$ cat config.mk
export PLATFORM = sky130hd
export DESIGN_NAME = crc_byte_update_multi_flat
export DESIGN_NICKNAME = d
export VERILOG_FILES = /design/src/rtl/crcbu_pkg.sv /design/src/rtl/crcbu_in_if.sv /design/src/rtl/crcbu_out_if.sv /design/src/rtl/crcbu_fold.sv /design/src/rtl/crc_byte_update_multi.sv /design/src/flat_wrapper.sv
export SDC_FILE = /design/constraint.sdc
export NUM_CORES = 1
export LEC_CHECK = 0
export BUFFER_PORTS_ARGS = -buffer_cell sky130_fd_sc_hd__buf_2
export CAP_MARGIN = 5
export CELL_PAD_IN_SITES_DETAIL_PLACEMENT = 1
export CELL_PAD_IN_SITES_GLOBAL_PLACEMENT = 1
export CORE_UTILIZATION = 51
export DETAILED_ROUTE_END_ITERATION = 7
export PLACE_DENSITY_LB_ADDON = 0.1
export REMOVE_ABC_BUFFERS = 1
export SYNTH_ARGS = -nofsm -noshare
export SYNTH_HDL_FRONTEND = slang
export SYNTH_HIERARCHICAL = 1
export SYNTH_SLANG_ARGS = --single-unit
$ cat constraint.sdc
create_clock -name i_clk -period 3.2 [get_ports i_clk]
set_clock_uncertainty 0.05 [all_clocks]
set_input_delay 0.16 -clock i_clk [delete_from_list [all_inputs] [get_ports i_clk]]
set_output_delay 0.16 -clock i_clk [all_outputs]
set_load 0.005 [all_outputs]
$ cat src/rtl/crcbu_pkg.sv
// Shared constants and types for the byte-wise CRC engine.
package crcbu_pkg;

    localparam int unsigned CRC_W  = 32;
    localparam int unsigned HALF_W = 16;
    localparam int unsigned BYTE_W = 8;

    typedef logic [1:0]        t_mode;
    typedef logic [CRC_W-1:0]  t_crc;
    typedef logic [HALF_W-1:0] t_crc16;
    typedef logic [BYTE_W-1:0] t_byte;

    // Mode codes; the code with both bits set behaves as the 32-bit mode.
    localparam t_mode MODE_MSB16 = 2'd0;
    localparam t_mode MODE_REF16 = 2'd1;
    localparam t_mode MODE_REF32 = 2'd2;

    localparam t_crc16 POLY_MSB16 = 16'h1021;
    localparam t_crc16 POLY_REF16 = 16'hA001;
    localparam t_crc   POLY_REF32 = 32'hEDB8_8320;

endpackage

$ cat src/rtl/crcbu_in_if.sv
// Input request channel: one message byte per request.
interface crcbu_in_if;
    logic                 valid;
    logic                 ready;
    crcbu_pkg::t_byte     data_byte;
    logic                 last_byte;

    modport source (output valid, output data_byte, output last_byte, input ready);
    modport sink   (input valid, input data_byte, input last_byte, output ready);
endinterface

$ cat src/rtl/crcbu_out_if.sv
// Result channel: running CRC after each byte.
interface crcbu_out_if;
    logic                 valid;
    logic                 ready;
    crcbu_pkg::t_crc      crc_value;
    logic                 message_done;

    modport source (output valid, output crc_value, output message_done, input ready);
    modport sink   (input valid, input crc_value, input message_done, output ready);
endinterface

$ cat src/rtl/crcbu_fold.sv
// Unrolled eight-bit CRC update for all three modes.
module crcbu_fold (
    input  crcbu_pkg::t_mode i_mode,
    input  crcbu_pkg::t_crc  i_crc,
    input  crcbu_pkg::t_byte i_byte,
    output crcbu_pkg::t_crc  o_crc
);

    crcbu_pkg::t_crc16 w_msb;
    crcbu_pkg::t_crc16 w_r16;
    crcbu_pkg::t_crc   w_r32;

    // MSB-first 16-bit
    always_comb begin
        w_msb = i_crc[crcbu_pkg::HALF_W-1:0] ^ {i_byte, 8'h00};
        for (int k = 0; k < crcbu_pkg::BYTE_W; k++) begin
            if (w_msb[crcbu_pkg::HALF_W-1]) begin
                w_msb = {w_msb[crcbu_pkg::HALF_W-2:0], 1'b0} ^ crcbu_pkg::POLY_MSB16;
            end else begin
                w_msb = {w_msb[crcbu_pkg::HALF_W-2:0], 1'b0};
            end
        end
    end

    // reflected 16-bit
    always_comb begin
        w_r16 = i_crc[crcbu_pkg::HALF_W-1:0] ^ {8'h00, i_byte};
        for (int k = 0; k < crcbu_pkg::BYTE_W; k++) begin
            if (w_r16[0]) begin
                w_r16 = {1'b0, w_r16[crcbu_pkg::HALF_W-1:1]} ^ crcbu_pkg::POLY_REF16;
            end else begin
                w_r16 = {1'b0, w_r16[crcbu_pkg::HALF_W-1:1]};
            end
        end
    end

    // reflected 32-bit
    always_comb begin
        w_r32 = i_crc ^ {24'h000000, i_byte};
        for (int k = 0; k < crcbu_pkg::BYTE_W; k++) begin
            if (w_r32[0]) begin
                w_r32 = {1'b0, w_r32[crcbu_pkg::CRC_W-1:1]} ^ crcbu_pkg::POLY_REF32;
            end else begin
                w_r32 = {1'b0, w_r32[crcbu_pkg::CRC_W-1:1]};
            end
        end
    end

    always_comb begin
        case (i_mode)
            crcbu_pkg::MODE_MSB16: o_crc = {16'h0000, w_msb};
            crcbu_pkg::MODE_REF16: o_crc = {16'h0000, w_r16};
            default:               o_crc = w_r32;
        endcase
    end

endmodule

$ cat src/rtl/crc_byte_update_multi.sv
// An accepted request is held in the input register, then in the result register.
// Throughput: one byte per cycle while o_rsp.ready holds; the running CRC updates in the same cycle
//   the result register loads, so consecutive bytes chain without bubbles.
// The combinational byte fold between input and result register sets the rate.
// Reset (i_rst_n low, synchronous): both stages empty, running CRC zero, mode 0.
// Top level: input stage, CRC fold, result stage and the mode register.
module crc_byte_update_multi (
    input  logic             i_clk,
    input  logic             i_rst_n,
    input  logic             i_cfg_wr_en,
    input  crcbu_pkg::t_mode i_cfg_wr_data,
    crcbu_in_if.sink         i_req,
    crcbu_out_if.source      o_rsp
);

    // mode register
    crcbu_pkg::t_mode r_mode;

    // input stage: holds one accepted request
    logic             r_in_valid;
    crcbu_pkg::t_byte r_in_byte;
    logic             r_in_last;

    // running CRC, chained across bytes of a message
    crcbu_pkg::t_crc  r_run_crc;
    crcbu_pkg::t_crc  n_run_crc;

    // result stage
    logic             r_out_valid;
    crcbu_pkg::t_crc  r_out_crc;
    logic             r_out_done;

    crcbu_pkg::t_crc  w_fold;
    logic             w_adv;      // result stage can take the held request
    logic             w_in_take;  // request accepted this edge

    // result stage is free, or its content leaves this cycle
    assign w_adv     = !r_out_valid || o_rsp.ready;
    // input stage frees whenever its request moves on
    assign i_req.ready = !r_in_valid || w_adv;
    assign w_in_take = i_req.valid && i_req.ready;

    crcbu_fold u_fold (
        .i_mode (r_mode),
        .i_crc  (r_run_crc),
        .i_byte (r_in_byte),
        .o_crc  (w_fold)
    );

    // a closing byte restarts the chain from zero
    assign n_run_crc = r_in_last ? '0 : w_fold;

    always_ff @(posedge i_clk) begin
        if (!i_rst_n) begin
            r_mode <= crcbu_pkg::MODE_MSB16;
        end else if (i_cfg_wr_en) begin
            r_mode <= i_cfg_wr_data;
        end
    end

    always_ff @(posedge i_clk) begin
        if (!i_rst_n) begin
            r_in_valid <= 1'b0;
        end else if (i_req.ready) begin
            r_in_valid <= i_req.valid;
        end
    end

    always_ff @(posedge i_clk) begin
        if (w_in_take) begin
            r_in_byte <= i_req.data_byte;
            r_in_last <= i_req.last_byte;
        end
    end

    always_ff @(posedge i_clk) begin
        if (!i_rst_n) begin
            r_run_crc <= '0;
        end else if (r_in_valid && w_adv) begin
            r_run_crc <= n_run_crc;
        end
    end

    always_ff @(posedge i_clk) begin
        if (!i_rst_n) begin
            r_out_valid <= 1'b0;
        end else if (w_adv) begin
            r_out_valid <= r_in_valid;
        end
    end

    always_ff @(posedge i_clk) begin
        if (r_in_valid && w_adv) begin
            r_out_crc  <= w_fold;
            r_out_done <= r_in_last;
        end
    end

    assign o_rsp.valid        = r_out_valid;
    assign o_rsp.crc_value    = r_out_crc;
    assign o_rsp.message_done = r_out_done;

`ifndef ASSERT_OFF
    // closing byte clears the chain
    a_restart: assert property (@(posedge i_clk) disable iff (!i_rst_n)
        r_in_valid && w_adv && r_in_last |=> r_run_crc == '0)
        else $error("running CRC not cleared after last byte");

    // 16-bit modes leave the upper half of the result zero
    a_half_zero: assert property (@(posedge i_clk) disable iff (!i_rst_n)
        r_in_valid && w_adv &&
        (r_mode == crcbu_pkg::MODE_MSB16 || r_mode == crcbu_pkg::MODE_REF16)
        |=> o_rsp.crc_value[31:16] == 16'h0000)
        else $error("upper CRC half nonzero in 16-bit mode");

    // a stalled input stage must not take another request
    a_no_overrun: assert property (@(posedge i_clk) disable iff (!i_rst_n)
        r_in_valid && !w_adv |-> !i_req.ready)
        else $error("input stage overrun");

    // every moved request lands in the result stage
    a_load: assert property (@(posedge i_clk) disable iff (!i_rst_n)
        r_in_valid && w_adv |=> o_rsp.valid)
        else $error("result lost");
`endif

endmodule
$ cat src/flat_wrapper.sv
// flat-port wrapper written by rule: the top's interface ports become plain ports
module crc_byte_update_multi_flat 
  (i_clk, i_rst_n, i_cfg_wr_en, i_cfg_wr_data, i_req_valid, i_req_data_byte, i_req_last_byte, i_req_ready, o_rsp_valid, o_rsp_crc_value, o_rsp_message_done, o_rsp_ready);
  crcbu_in_if i_req_i ();
  crcbu_out_if o_rsp_i ();
  input  logic i_clk;
  input  logic i_rst_n;
  input  logic i_cfg_wr_en;
  input  crcbu_pkg::t_mode i_cfg_wr_data;
  input wire logic [$bits(i_req_i.valid)-1:0] i_req_valid;
  input wire logic [$bits(i_req_i.data_byte)-1:0] i_req_data_byte;
  input wire logic [$bits(i_req_i.last_byte)-1:0] i_req_last_byte;
  output wire logic [$bits(i_req_i.ready)-1:0] i_req_ready;
  output wire logic [$bits(o_rsp_i.valid)-1:0] o_rsp_valid;
  output wire logic [$bits(o_rsp_i.crc_value)-1:0] o_rsp_crc_value;
  output wire logic [$bits(o_rsp_i.message_done)-1:0] o_rsp_message_done;
  input wire logic [$bits(o_rsp_i.ready)-1:0] o_rsp_ready;
  assign i_req_i.valid = i_req_valid;
  assign i_req_i.data_byte = i_req_data_byte;
  assign i_req_i.last_byte = i_req_last_byte;
  assign i_req_ready = i_req_i.ready;
  assign o_rsp_valid = o_rsp_i.valid;
  assign o_rsp_crc_value = o_rsp_i.crc_value;
  assign o_rsp_message_done = o_rsp_i.message_done;
  assign o_rsp_i.ready = o_rsp_ready;
  crc_byte_update_multi u_core (.i_clk(i_clk), .i_rst_n(i_rst_n), .i_cfg_wr_en(i_cfg_wr_en), .i_cfg_wr_data(i_cfg_wr_data), .i_req(i_req_i), .o_rsp(o_rsp_i));
endmodule
# Word level (Yosys, flattened, before mapping)
# Cells that the tools add are included.
[totals]
regBits = 78
inputBits = 16
output_inout_bits = 35
elab_cells = 69
[op_classes]
eq_ne = 1
n_mux = 26
n_bitwise = 27
reduce_logical = 7
[op_table]
columns = ["operator", "n"]
rows = [
  ["32-bit two-way mux", 9],
  ["16-bit two-way mux", 8],
  ["13-bit inverter with 14-bit output", 8],
  ["13-bit two-way mux", 8],
  ["32-bit one-hot mux with 2 select lines", 1],
  ["32-bit by 8-bit XOR with 32-bit output", 1],
  ["2-bit inverter with 3-bit output", 8],
  ["3-bit inverter", 8],
  ["16-bit XOR", 1],
  ["16-bit by 8-bit XOR with 16-bit output", 1],
  ["2-bit by 1-bit equality test with 1-bit output (second input constant)", 1],
  ["1-bit logical AND", 2],
  ["1-bit logical NOT", 2],
  ["2-bit logical NOT", 1],
  ["1-bit logical OR", 2],
]

# Logic depth before layout (Yosys ltp)
# Gate-level depths: netlist of run 1.
[logic_depth]
word_depth = 19
ltp_mapped = 8
mapped_depth_nobuf = 8

# Modules after synthesis
# Netlist of run 1, hierarchy kept.
[modules_own_cells]
columns = ["module", "n_inst", "cells_each", "area_each_um2", "seq_area_each_um2"]
rows = [
  ["crc_byte_update_multi", 1, 200, 2866.5, 1981.9],
  ["crcbu_fold", 1, 175, 1569.0, 0.0],
]

# Worst setup path after synthesis of run 1
# Ideal clock, no wire load.
[synth_timing]
kind = "register to register"
start = "register u_core.r_in_byte[0]"
end = "register u_core.r_out_crc[0], in the netlist u_core/o_rsp.crc_value[0] (data pin)"
arrival_time_ns = 1.734
path_slack_ns = 1.150
path_stages_with_launch = 7
path_buffers = 0
path_cell_list = "edfxtp_1 -> xnor2_4 -> xnor2_4 -> xnor2_1 -> xnor2_1 -> and4b_1 -> nor3_2"
[synth_between]
elab_chain_len = 10
word_cells_on_any_way = 17
classes_between = "mux: 14; bitwise: 3"
[synth_lines]
columns = ["element", "line", "text"]
rows = [
  ["from (decl)", "crc_byte_update_multi.sv:21", "crcbu_pkg::t_byte r_in_byte;"],
  ["from (signal assigned)", "crc_byte_update_multi.sv:71", "r_in_byte <= i_req.data_byte;"],
  ["16-bit by 8-bit XOR with 16-bit output", "crcbu_fold.sv:27", "w_r16 = i_crc[crcbu_pkg::HALF_W-1:0] ^ {8'h00, i_byte};"],
  ["16-bit two-way mux (8 in series)", "crcbu_fold.sv:29", "if (w_r16[0]) begin"],
  ["32-bit one-hot mux with 2 select lines *", "crcbu_fold.sv:50", "case (i_mode)"],
  ["net u_core.w_fold[0]", "crc_byte_update_multi.sv:33", "crcbu_pkg::t_crc w_fold;"],
  ["to (signal assigned)", "crc_byte_update_multi.sv:94", "r_out_crc <= w_fold;"],
  ["to (decl)", "crc_byte_update_multi.sv:30", "crcbu_pkg::t_crc r_out_crc;"],
]
# Mark *: on every way through the listed nets, which the timed path passes. The rest lies on a longest branch.
# A chain may end at the register's enable or synchronous reset.

# Final worst setup path of run 1
[layout_timing]
start = "register u_core.r_in_byte[0]"
end = "register u_core.r_run_crc[15]"
[layout_between]
elab_chain_len = 11
[layout_lines]
columns = ["element", "line", "text"]
rows = [
  ["16-bit by 8-bit XOR with 16-bit output", "crcbu_fold.sv:27", ""],
  ["16-bit two-way mux (8 in series)", "crcbu_fold.sv:29", ""],
  ["32-bit one-hot mux with 2 select lines", "crcbu_fold.sv:50", ""],
  ["net u_core.w_fold[15]", "crc_byte_update_multi.sv:33", ""],
  ["32-bit two-way mux", "crc_byte_update_multi.sv:51", "assign n_run_crc = r_in_last ? '0 : w_fold;"],
  ["to (signal assigned)", "crc_byte_update_multi.sv:80", "r_run_crc <= n_run_crc;"],
  ["to (decl)", "crc_byte_update_multi.sv:25", "crcbu_pkg::t_crc r_run_crc;"],
]
# The timed path passes the listed nets, and every way through them passes these cells.

==> flow_metrics.tcl, run 1 <==
set metrics [dict create \
    maxSlewViolCount 0 \
    io_pins 51 \
    cp-end-kind "register" \
    cts_sinks 78 \
    yosysWarningCount 6 \
    setup_slack_ns 0.640 \
    whs_ns 0.0489 \
    hpwl_mm 6.41 \
    status "complete, no violations" \
    fin_tns_setup_ns 0 \
    rows 33 \
    grt_pass1_wl_mm 16.0 \
    post_cts_resized 0 \
    min_path_type "in -> reg" \
    path_clk_slew_ns 0.09 \
    regArea_mm2 0.00198 \
    die_area_mm2 0.00907 \
    wire_per_inst_um 18.5 \
    cts_buffers 9 \
    cts_tree "built" \
    diodes 0 \
    max-vdd-ir-drop_uv 281 \
    clk_latency_ns 0.36 \
    track_usage 0.241 \
    syn_area_mm2 0.00444 \
    reg2reg_depth 8 \
    async_reset_ff_frac 0 \
    antenna_found_initial 0 \
    die_x_um 95.3 \
    hold_violations 0 \
    gp_congestion 0.810 \
    first_iter_violations 62 \
    power.leakage_uw 0.00179 \
    r2r-end "u_core/r_run_crc[15]$_SDFFE_PN0P_" \
    period_needed_ns 2.56 \
    pre_cts_ws_ns 0.703 \
    vias_per_cell 5.34 \
    netlist_instances 375 \
    grt_pass1_vias 2997 \
    multi_input_area_mm2 0.00231 \
    ys_seq_elements 78 \
    syn_to_final_growth_pct 14.2 \
    final.fill_count 872 \
    cp.required_ns 3.45 \
    min_period_over_period 0.800 \
    crit_fanout 8 \
    critPathArrivalTime_ns 2.81 \
    hold_path_end "u_core/r_mode[0]$_SDFFE_PN0P_" \
    hold_path_depth 3 \
    dr.pass1.iters 6 \
    route.detailed.drc 0 \
    ys.flop_type "edfxtp_1" \
    wl_mm 10.0 \
    core-area_mm2 0.00830 \
    ys_seq_area_frac 0.447 \
    antenna_left 0 \
    grt_setup_unrepaired "no" \
    min-delay-start "i_cfg_wr_en" \
    dieHeight_um 95.3 \
    finalSetupViolCount 0 \
    initial_core_util 0.534 \
    via_count 2880 \
    grt_max_degree 69 \
    postLayoutCoreUtil 0.611 \
    relSlewSlack 0.186 \
    fin_nets 445 \
    synth_area_per_cell_um2 11.8 \
    clockRootBuffer "clkbuf_8" \
    overflow 0 \
    h-tree-depth 3 \
    cts_buffer_depth 2 \
    regToRegSetupSlack_ns 0.64 \
    worstMarginPinSlew_ns 1.22 \
    start_kind "register" \
    max_freq_ghz 0.391 \
    drv_cap 0 \
    synth_edf_count 42 \
    ys_types 33 \
    drive_gt1_frac 0.207 \
    r2r_start "u_core/r_in_byte[0]$_DFFE_PP_" \
    worstSetupPathType "reg -> reg" \
    power.density_mw_per_mm2 560 \
    port_buffers 50 \
]
area by class of cell:
class	instances	share of cell area
clock buffer	11	0.0301
tap	105	0.0259
clock inverter	5	0.0158
sequential	78	0.391
timing repair buffer	66	0.0815
multi-input combinational	274	0.456
state kept, by name (all words and copies together), names as in the netlist:
name,flops
u_core/r_in_valid,1
u_core/r_in_byte,8
u_core/o_rsp.valid,1
u_core/o_rsp.message_done,1
u_core/o_rsp.crc_value,32
u_core/r_in_last,1
u_core/r_run_crc,32
u_core/r_mode,2
metrics by stage:
stage	instance area, um2	total power (uW)	instances
after floorplan	4290	1770	352
after global placement	4710	1950	511
after detailed placement	4710	1970	511
after CTS	5070	2860	539
after global routing	5070	2970	539
final	5070	2840	539
synthesized netlist by cell type (2+ instances only):
cell type  instances  area, um2
xor2_4             2       55.1
nand2_1           39        146
nor2b_1            4       25.0
nor2_1             8       30.0
o21ai_1            5       25.0
buf_2              3       15.0
clkbuf_1          15       56.3
nor3_1             2       10.0
buf_12             3       60.1
xor2_2             2       32.5
and2_1            16        100
nand3b_1          32        240
a211oi_1           4       30.0
a21oi_1           12       60.1
xnor2_1           62        543
xor2_1            23        201
xnor2_4            9        248
edfxtp_1          42       1260
mux2i_1           40        400
xnor2_2            4       65.1
dfxtp_1           36        721
kinds of logic after synthesis:
| kind of cell | synth area share |
|---|---|
| buffers and inverters | 0.0338 |
| AO/OA/AOI/OAI | 0.0305 |
| multiplexers | 0.0903 |
| XOR/XNOR | 0.258 |
| AND/OR/NAND/NOR | 0.140 |
| flip-flops | 0.447 |
cell usage in the layout, fill, tap and decap left out, types with 2 or more instances in the layout:
cell            n
o21ai_1         5
nand2_1        39
xor2_2          2
nor2b_1         4
a211oi_1        4
dlygate4sd3_1  12
clkinvlp_4      2
buf_4           3
nor2b_4         2
bufinv_16       2
xnor2_1        62
mux2i_1        40
edfxtp_1       42
buf_2          50
nor2_1          8
and2_1         16
xnor2_2         4
clkbuf_8        9
xnor2_4         9
dfxtp_1        36
nand3b_1       32
a21oi_1        12
xor2_1         23
nor3_1          2
xor2_4          2
where the power goes:
| part | total (uW) | switching [uW] | internal, uW | leakage (uW) |
|---|---|---|---|---|
| clock | 870 | 384 | 486 | 0.000111 |
| combinational | 776 | 417 | 359 | 0.000993 |
| sequential | 1190 | 58.5 | 1130 | 0.000691 |
| total | 2840 | 860 | 1980 | 0.00179 |
worst max path at each step:
| stage | startpoint | endpoint | depth (start not counted) |
|---|---|---|---|
| 2_1_floorplan | u_core/o_rsp.valid$_SDFFE_PN0P_ | u_core/o_rsp.crc_value[0]$_DFFE_PP_ | 2 |
| 3_3_place_gp | u_core/r_in_byte[0]$_DFFE_PP_ | u_core/r_run_crc[15]$_SDFFE_PN0P_ | 8 |
| 3_5_place_dp | u_core/r_in_byte[0]$_DFFE_PP_ | u_core/r_run_crc[15]$_SDFFE_PN0P_ | 8 |
| 4_1_cts | u_core/r_in_byte[0]$_DFFE_PP_ | u_core/r_run_crc[15]$_SDFFE_PN0P_ | 8 |
| 5_1_grt | u_core/r_in_byte[0]$_DFFE_PP_ | u_core/r_run_crc[15]$_SDFFE_PN0P_ | 8 |
| 6_report | u_core/r_in_byte[0]$_DFFE_PP_ | u_core/r_run_crc[15]$_SDFFE_PN0P_ | 8 |
timing repair:
item / in CTS / in global routing
hold buffers: 12 / 0
endpoints found under the hold margin: 12 / 0
buffers inserted: 0 / 0
per-layer routing:
metal  track usage  vias up  routed length [um]
met5             0        -                   0
met3        0.0486       13                 348
met1         0.298     1428                4470
li1              -     1377                   -
met2         0.413       62                5040
met4        0.0871        0                 140
worst max-delay path, stage by stage (launching register included):
cell and delay (ns):
edfxtp_1 0.50, xnor2_4 0.51, xnor2_4 0.21, xnor2_1 0.19, xnor2_1 0.36, a211oi_1 0.14, a21oi_1 0.27, nand3b_1 0.11
mux2i_1 0.16
Note: power is estimated with default switching activity, not from simulation.
==> inputs of run 2 (changes only) <==
--- a/config.mk
+++ b/config.mk
@@ -5,11 +5,12 @@
 export SDC_FILE = /design/constraint.sdc
 export NUM_CORES = 1
 export LEC_CHECK = 0
+export ABC_AREA = 1
 export BUFFER_PORTS_ARGS = -buffer_cell sky130_fd_sc_hd__buf_2
 export CAP_MARGIN = 5
 export CELL_PAD_IN_SITES_DETAIL_PLACEMENT = 1
 export CELL_PAD_IN_SITES_GLOBAL_PLACEMENT = 1
-export CORE_UTILIZATION = 51
+export CORE_UTILIZATION = 44
 export DETAILED_ROUTE_END_ITERATION = 7
 export PLACE_DENSITY_LB_ADDON = 0.1
 export REMOVE_ABC_BUFFERS = 1
==> constraint.sdc (replaced) <==
create_clock -name i_clk -period 2.4 [get_ports i_clk]
set_clock_uncertainty 0.05 [all_clocks]
set_input_delay 0.12 -clock i_clk [delete_from_list [all_inputs] [get_ports i_clk]]
set_output_delay 0.12 -clock i_clk [all_outputs]
set_load 0.005 [all_outputs]
==> run 2 against run 1 <==
Die area rose by 18%. Sequential power rose by 36%. Utilization fell by 6.2 points. Via count rose by 40%. Fmax rose by 11%. Cell count rose by 43%. Global-route usage rose by 1.3 points.
==> flow_metrics.tcl, run 2 <==
set metrics [dict create \
    grt_pass1_wl_mm 20.9 \
    die_x_um 104 \
    netlist_instances 546 \
    layout_commonest_cell "nand2_1" \
    grt_pass1_vias 3953 \
    hpwl_mm 8.89 \
    drv_cap 0 \
    syn_to_final_growth_pct 19.4 \
    postLayoutCoreUtil 0.548 \
    via_count 4028 \
    critPathArrivalTime_ns 2.49 \
    synth_edf_count 42 \
    overflow 0 \
    track_usage 0.254 \
    max_freq_ghz 0.435 \
    h-tree-depth 3 \
    cp.required_ns 2.60 \
    io_pins 51 \
    maxSlewViolCount 0 \
    slowest_stage "edfxtp_1" \
    whs_ns 0.0343 \
    grt_setup_unrepaired "yes" \
    start_kind "register" \
    final_cell_mix "nand2_1, nor2_1, buf_2, nand3_1, edfxtp_1" \
    cp_num_buf_inv 1 \
    synth_area_leaders "edfxtp_1, dfxtp_1, nand2_1" \
    min_period_over_period 0.957 \
    ys_types 37 \
    synth_top_area_frac 0.277 \
    worstSetupPathType "reg -> reg" \
    cts_sinks 78 \
    antenna_left 0 \
    yosysWarningCount 6 \
    min_path_type "in -> reg" \
    ys_seq_elements 78 \
    vias_per_cell 5.22 \
    initial_core_util 0.459 \
    clk_latency_ns 0.36 \
    path_clk_slew_ns 0.07 \
    antenna_found_initial 0 \
    core-area_mm2 0.00991 \
    route.detailed.drc 0 \
    drive_gt1_frac 0.260 \
    syn_area_mm2 0.00455 \
    power.leakage_uw 0.00231 \
    worstMarginPinSlew_ns 0.797 \
    finalPower_uw 3750 \
    crit_path_cell_trace "or2_4 > nand2_8 > xor2_4 > buf_4 > xor2_1 > a21oi_1 > o21ai_0 > o211ai_1 > nand2_1 > nand3_1 > nand2_1 > nor2_1" \
    synthMostInstantiatedCell "nand2_1" \
    diodes 0 \
    cts_buffers 9 \
    status "complete, no violations" \
    relSlewSlack 0.469 \
    max-vdd-ir-drop_uv 279 \
    cpPeakStageDelay_ns 0.43 \
    cpLargestDelayFamily "simple AND/OR/NAND/NOR gates" \
    reg2reg_depth 12 \
    rows 36 \
    min-delay-start "i_cfg_wr_en" \
    die_area_mm2 0.0108 \
    dieHeight_um 104 \
    crit_top_cell "nand2_1" \
    critical_path_depth 12 \
    finalSetupViolCount 0 \
    power.density_mw_per_mm2 691 \
    dr.pass1.iters 4 \
    wl_mm 13.3 \
    synth_top_area_cell "edfxtp_1" \
    regToRegSetupSlack_ns 0.10 \
    async_reset_ff_frac 0 \
    ys_seq_area_frac 0.436 \
    hold_violations 0 \
    grt_max_degree 37 \
    crit_fanout 7 \
    hold_path_depth 3 \
    clockRootBuffer "clkbuf_8" \
    period_needed_ns 2.30 \
    wire_per_inst_um 17.3 \
    cts_tree "built" \
    port_buffers 50 \
    ys.flop_type "edfxtp_1" \
    fin_nets 650 \
    gp_congestion 0.844 \
    cp-end-kind "register" \
    r2r_start "u_core/r_in_byte[6]$_DFFE_PP_" \
    fin_tns_setup_ns 0 \
    synth_area_per_cell_um2 8.33 \
    ys_top_cells_by_count "nand2_1, nor2_1, nand3_1, edfxtp_1, dfxtp_1" \
    first_iter_violations 184 \
    cts_buffer_depth 2 \
    cp-startpoint "u_core/r_in_byte[6]$_DFFE_PP_" \
]
## run 2: per-stage QoR
step | instance area, um2 | std cells | setup WS [ns]
2_1_floorplan | 4430 | 526 | -0.0300
3_3_place_gp | 5010 | 730 | 0.106
3_5_place_dp | 5010 | 730 | 0.0364
4_1_cts | 5290 | 758 | 0.00249
5_1_grt | 5440 | 771 | -0.0550
6_report | 5440 | 771 | 0.104
## run 2: worst register-to-register path, stage by stage, from the launching register on
cell and delay [ns]:
edfxtp_1 0.43, or2_4 0.28, nand2_8 0.12, xor2_4 0.21
buf_4 0.17, xor2_1 0.20, a21oi_1 0.09, o21ai_0 0.09
o211ai_1 0.16, nand2_1 0.13, nand3_1 0.11, nand2_1 0.10
nor2_1 0.05
## run 2: final timing paths
path                                         end
max             u_core/r_run_crc[4]$_SDFFE_PN0P_
min                u_core/r_mode[1]$_SDFFE_PN0P_
max reg2reg     u_core/r_run_crc[4]$_SDFFE_PN0P_
min reg2reg  u_core/o_rsp.message_done$_DFFE_PP_
## run 2: cell families (layout without fill, tap and decap cells)
| kind of cell | Yosys count | after routing | share of synthesized area |
|---|---|---|---|
| AOI/OAI and AO/OA | 57 | 57 | 0.0762 |
| and+or+nand+nor | 291 | 291 | 0.296 |
| xor gates and xnor gates | 60 | 60 | 0.134 |
| buffers and inverters | 60 | 152 | 0.0591 |
| DFF | 78 | 78 | 0.436 |
## run 2: layout make-up
class	count	area, um2
Clock buffer	12	135
Timing Repair Buffer	97	636
Clock inverter	3	12.5
Tap cell	133	166
Sequential cell	78	1980
Fill cell	1239	4470
Inverter	40	153
Multi-Input combinational cell	408	2350
## run 2: power by group
| group | leakage [uW] | internal (uW) | switching (uW) |
|---|---|---|---|
| Combinational | 0.00153 | 526 | 789 |
| Sequential | 0.000704 | 1540 | 74.9 |
| Clock | 0.0000753 | 363 | 461 |
| Total | 0.00231 | 2430 | 1320 |
## run 2: what timing repair did
action                                  CTS  global route
endpoints found under the setup margin    0            13
endpoints found under the hold margin    12             0
setup buffers                             0            13
resized for setup                         0            14
hold buffers                             13             0
## run 2: routing by layer
layer / up-vias / GRT usage / wire, um
met2: 91 / 0.453 / 6770
li1: 1938 / - / -
met3: 15 / 0.0428 / 567
met4: 0 / 0.0663 / 173
met5: - / 0 / 0
met1: 1984 / 0.317 / 5790
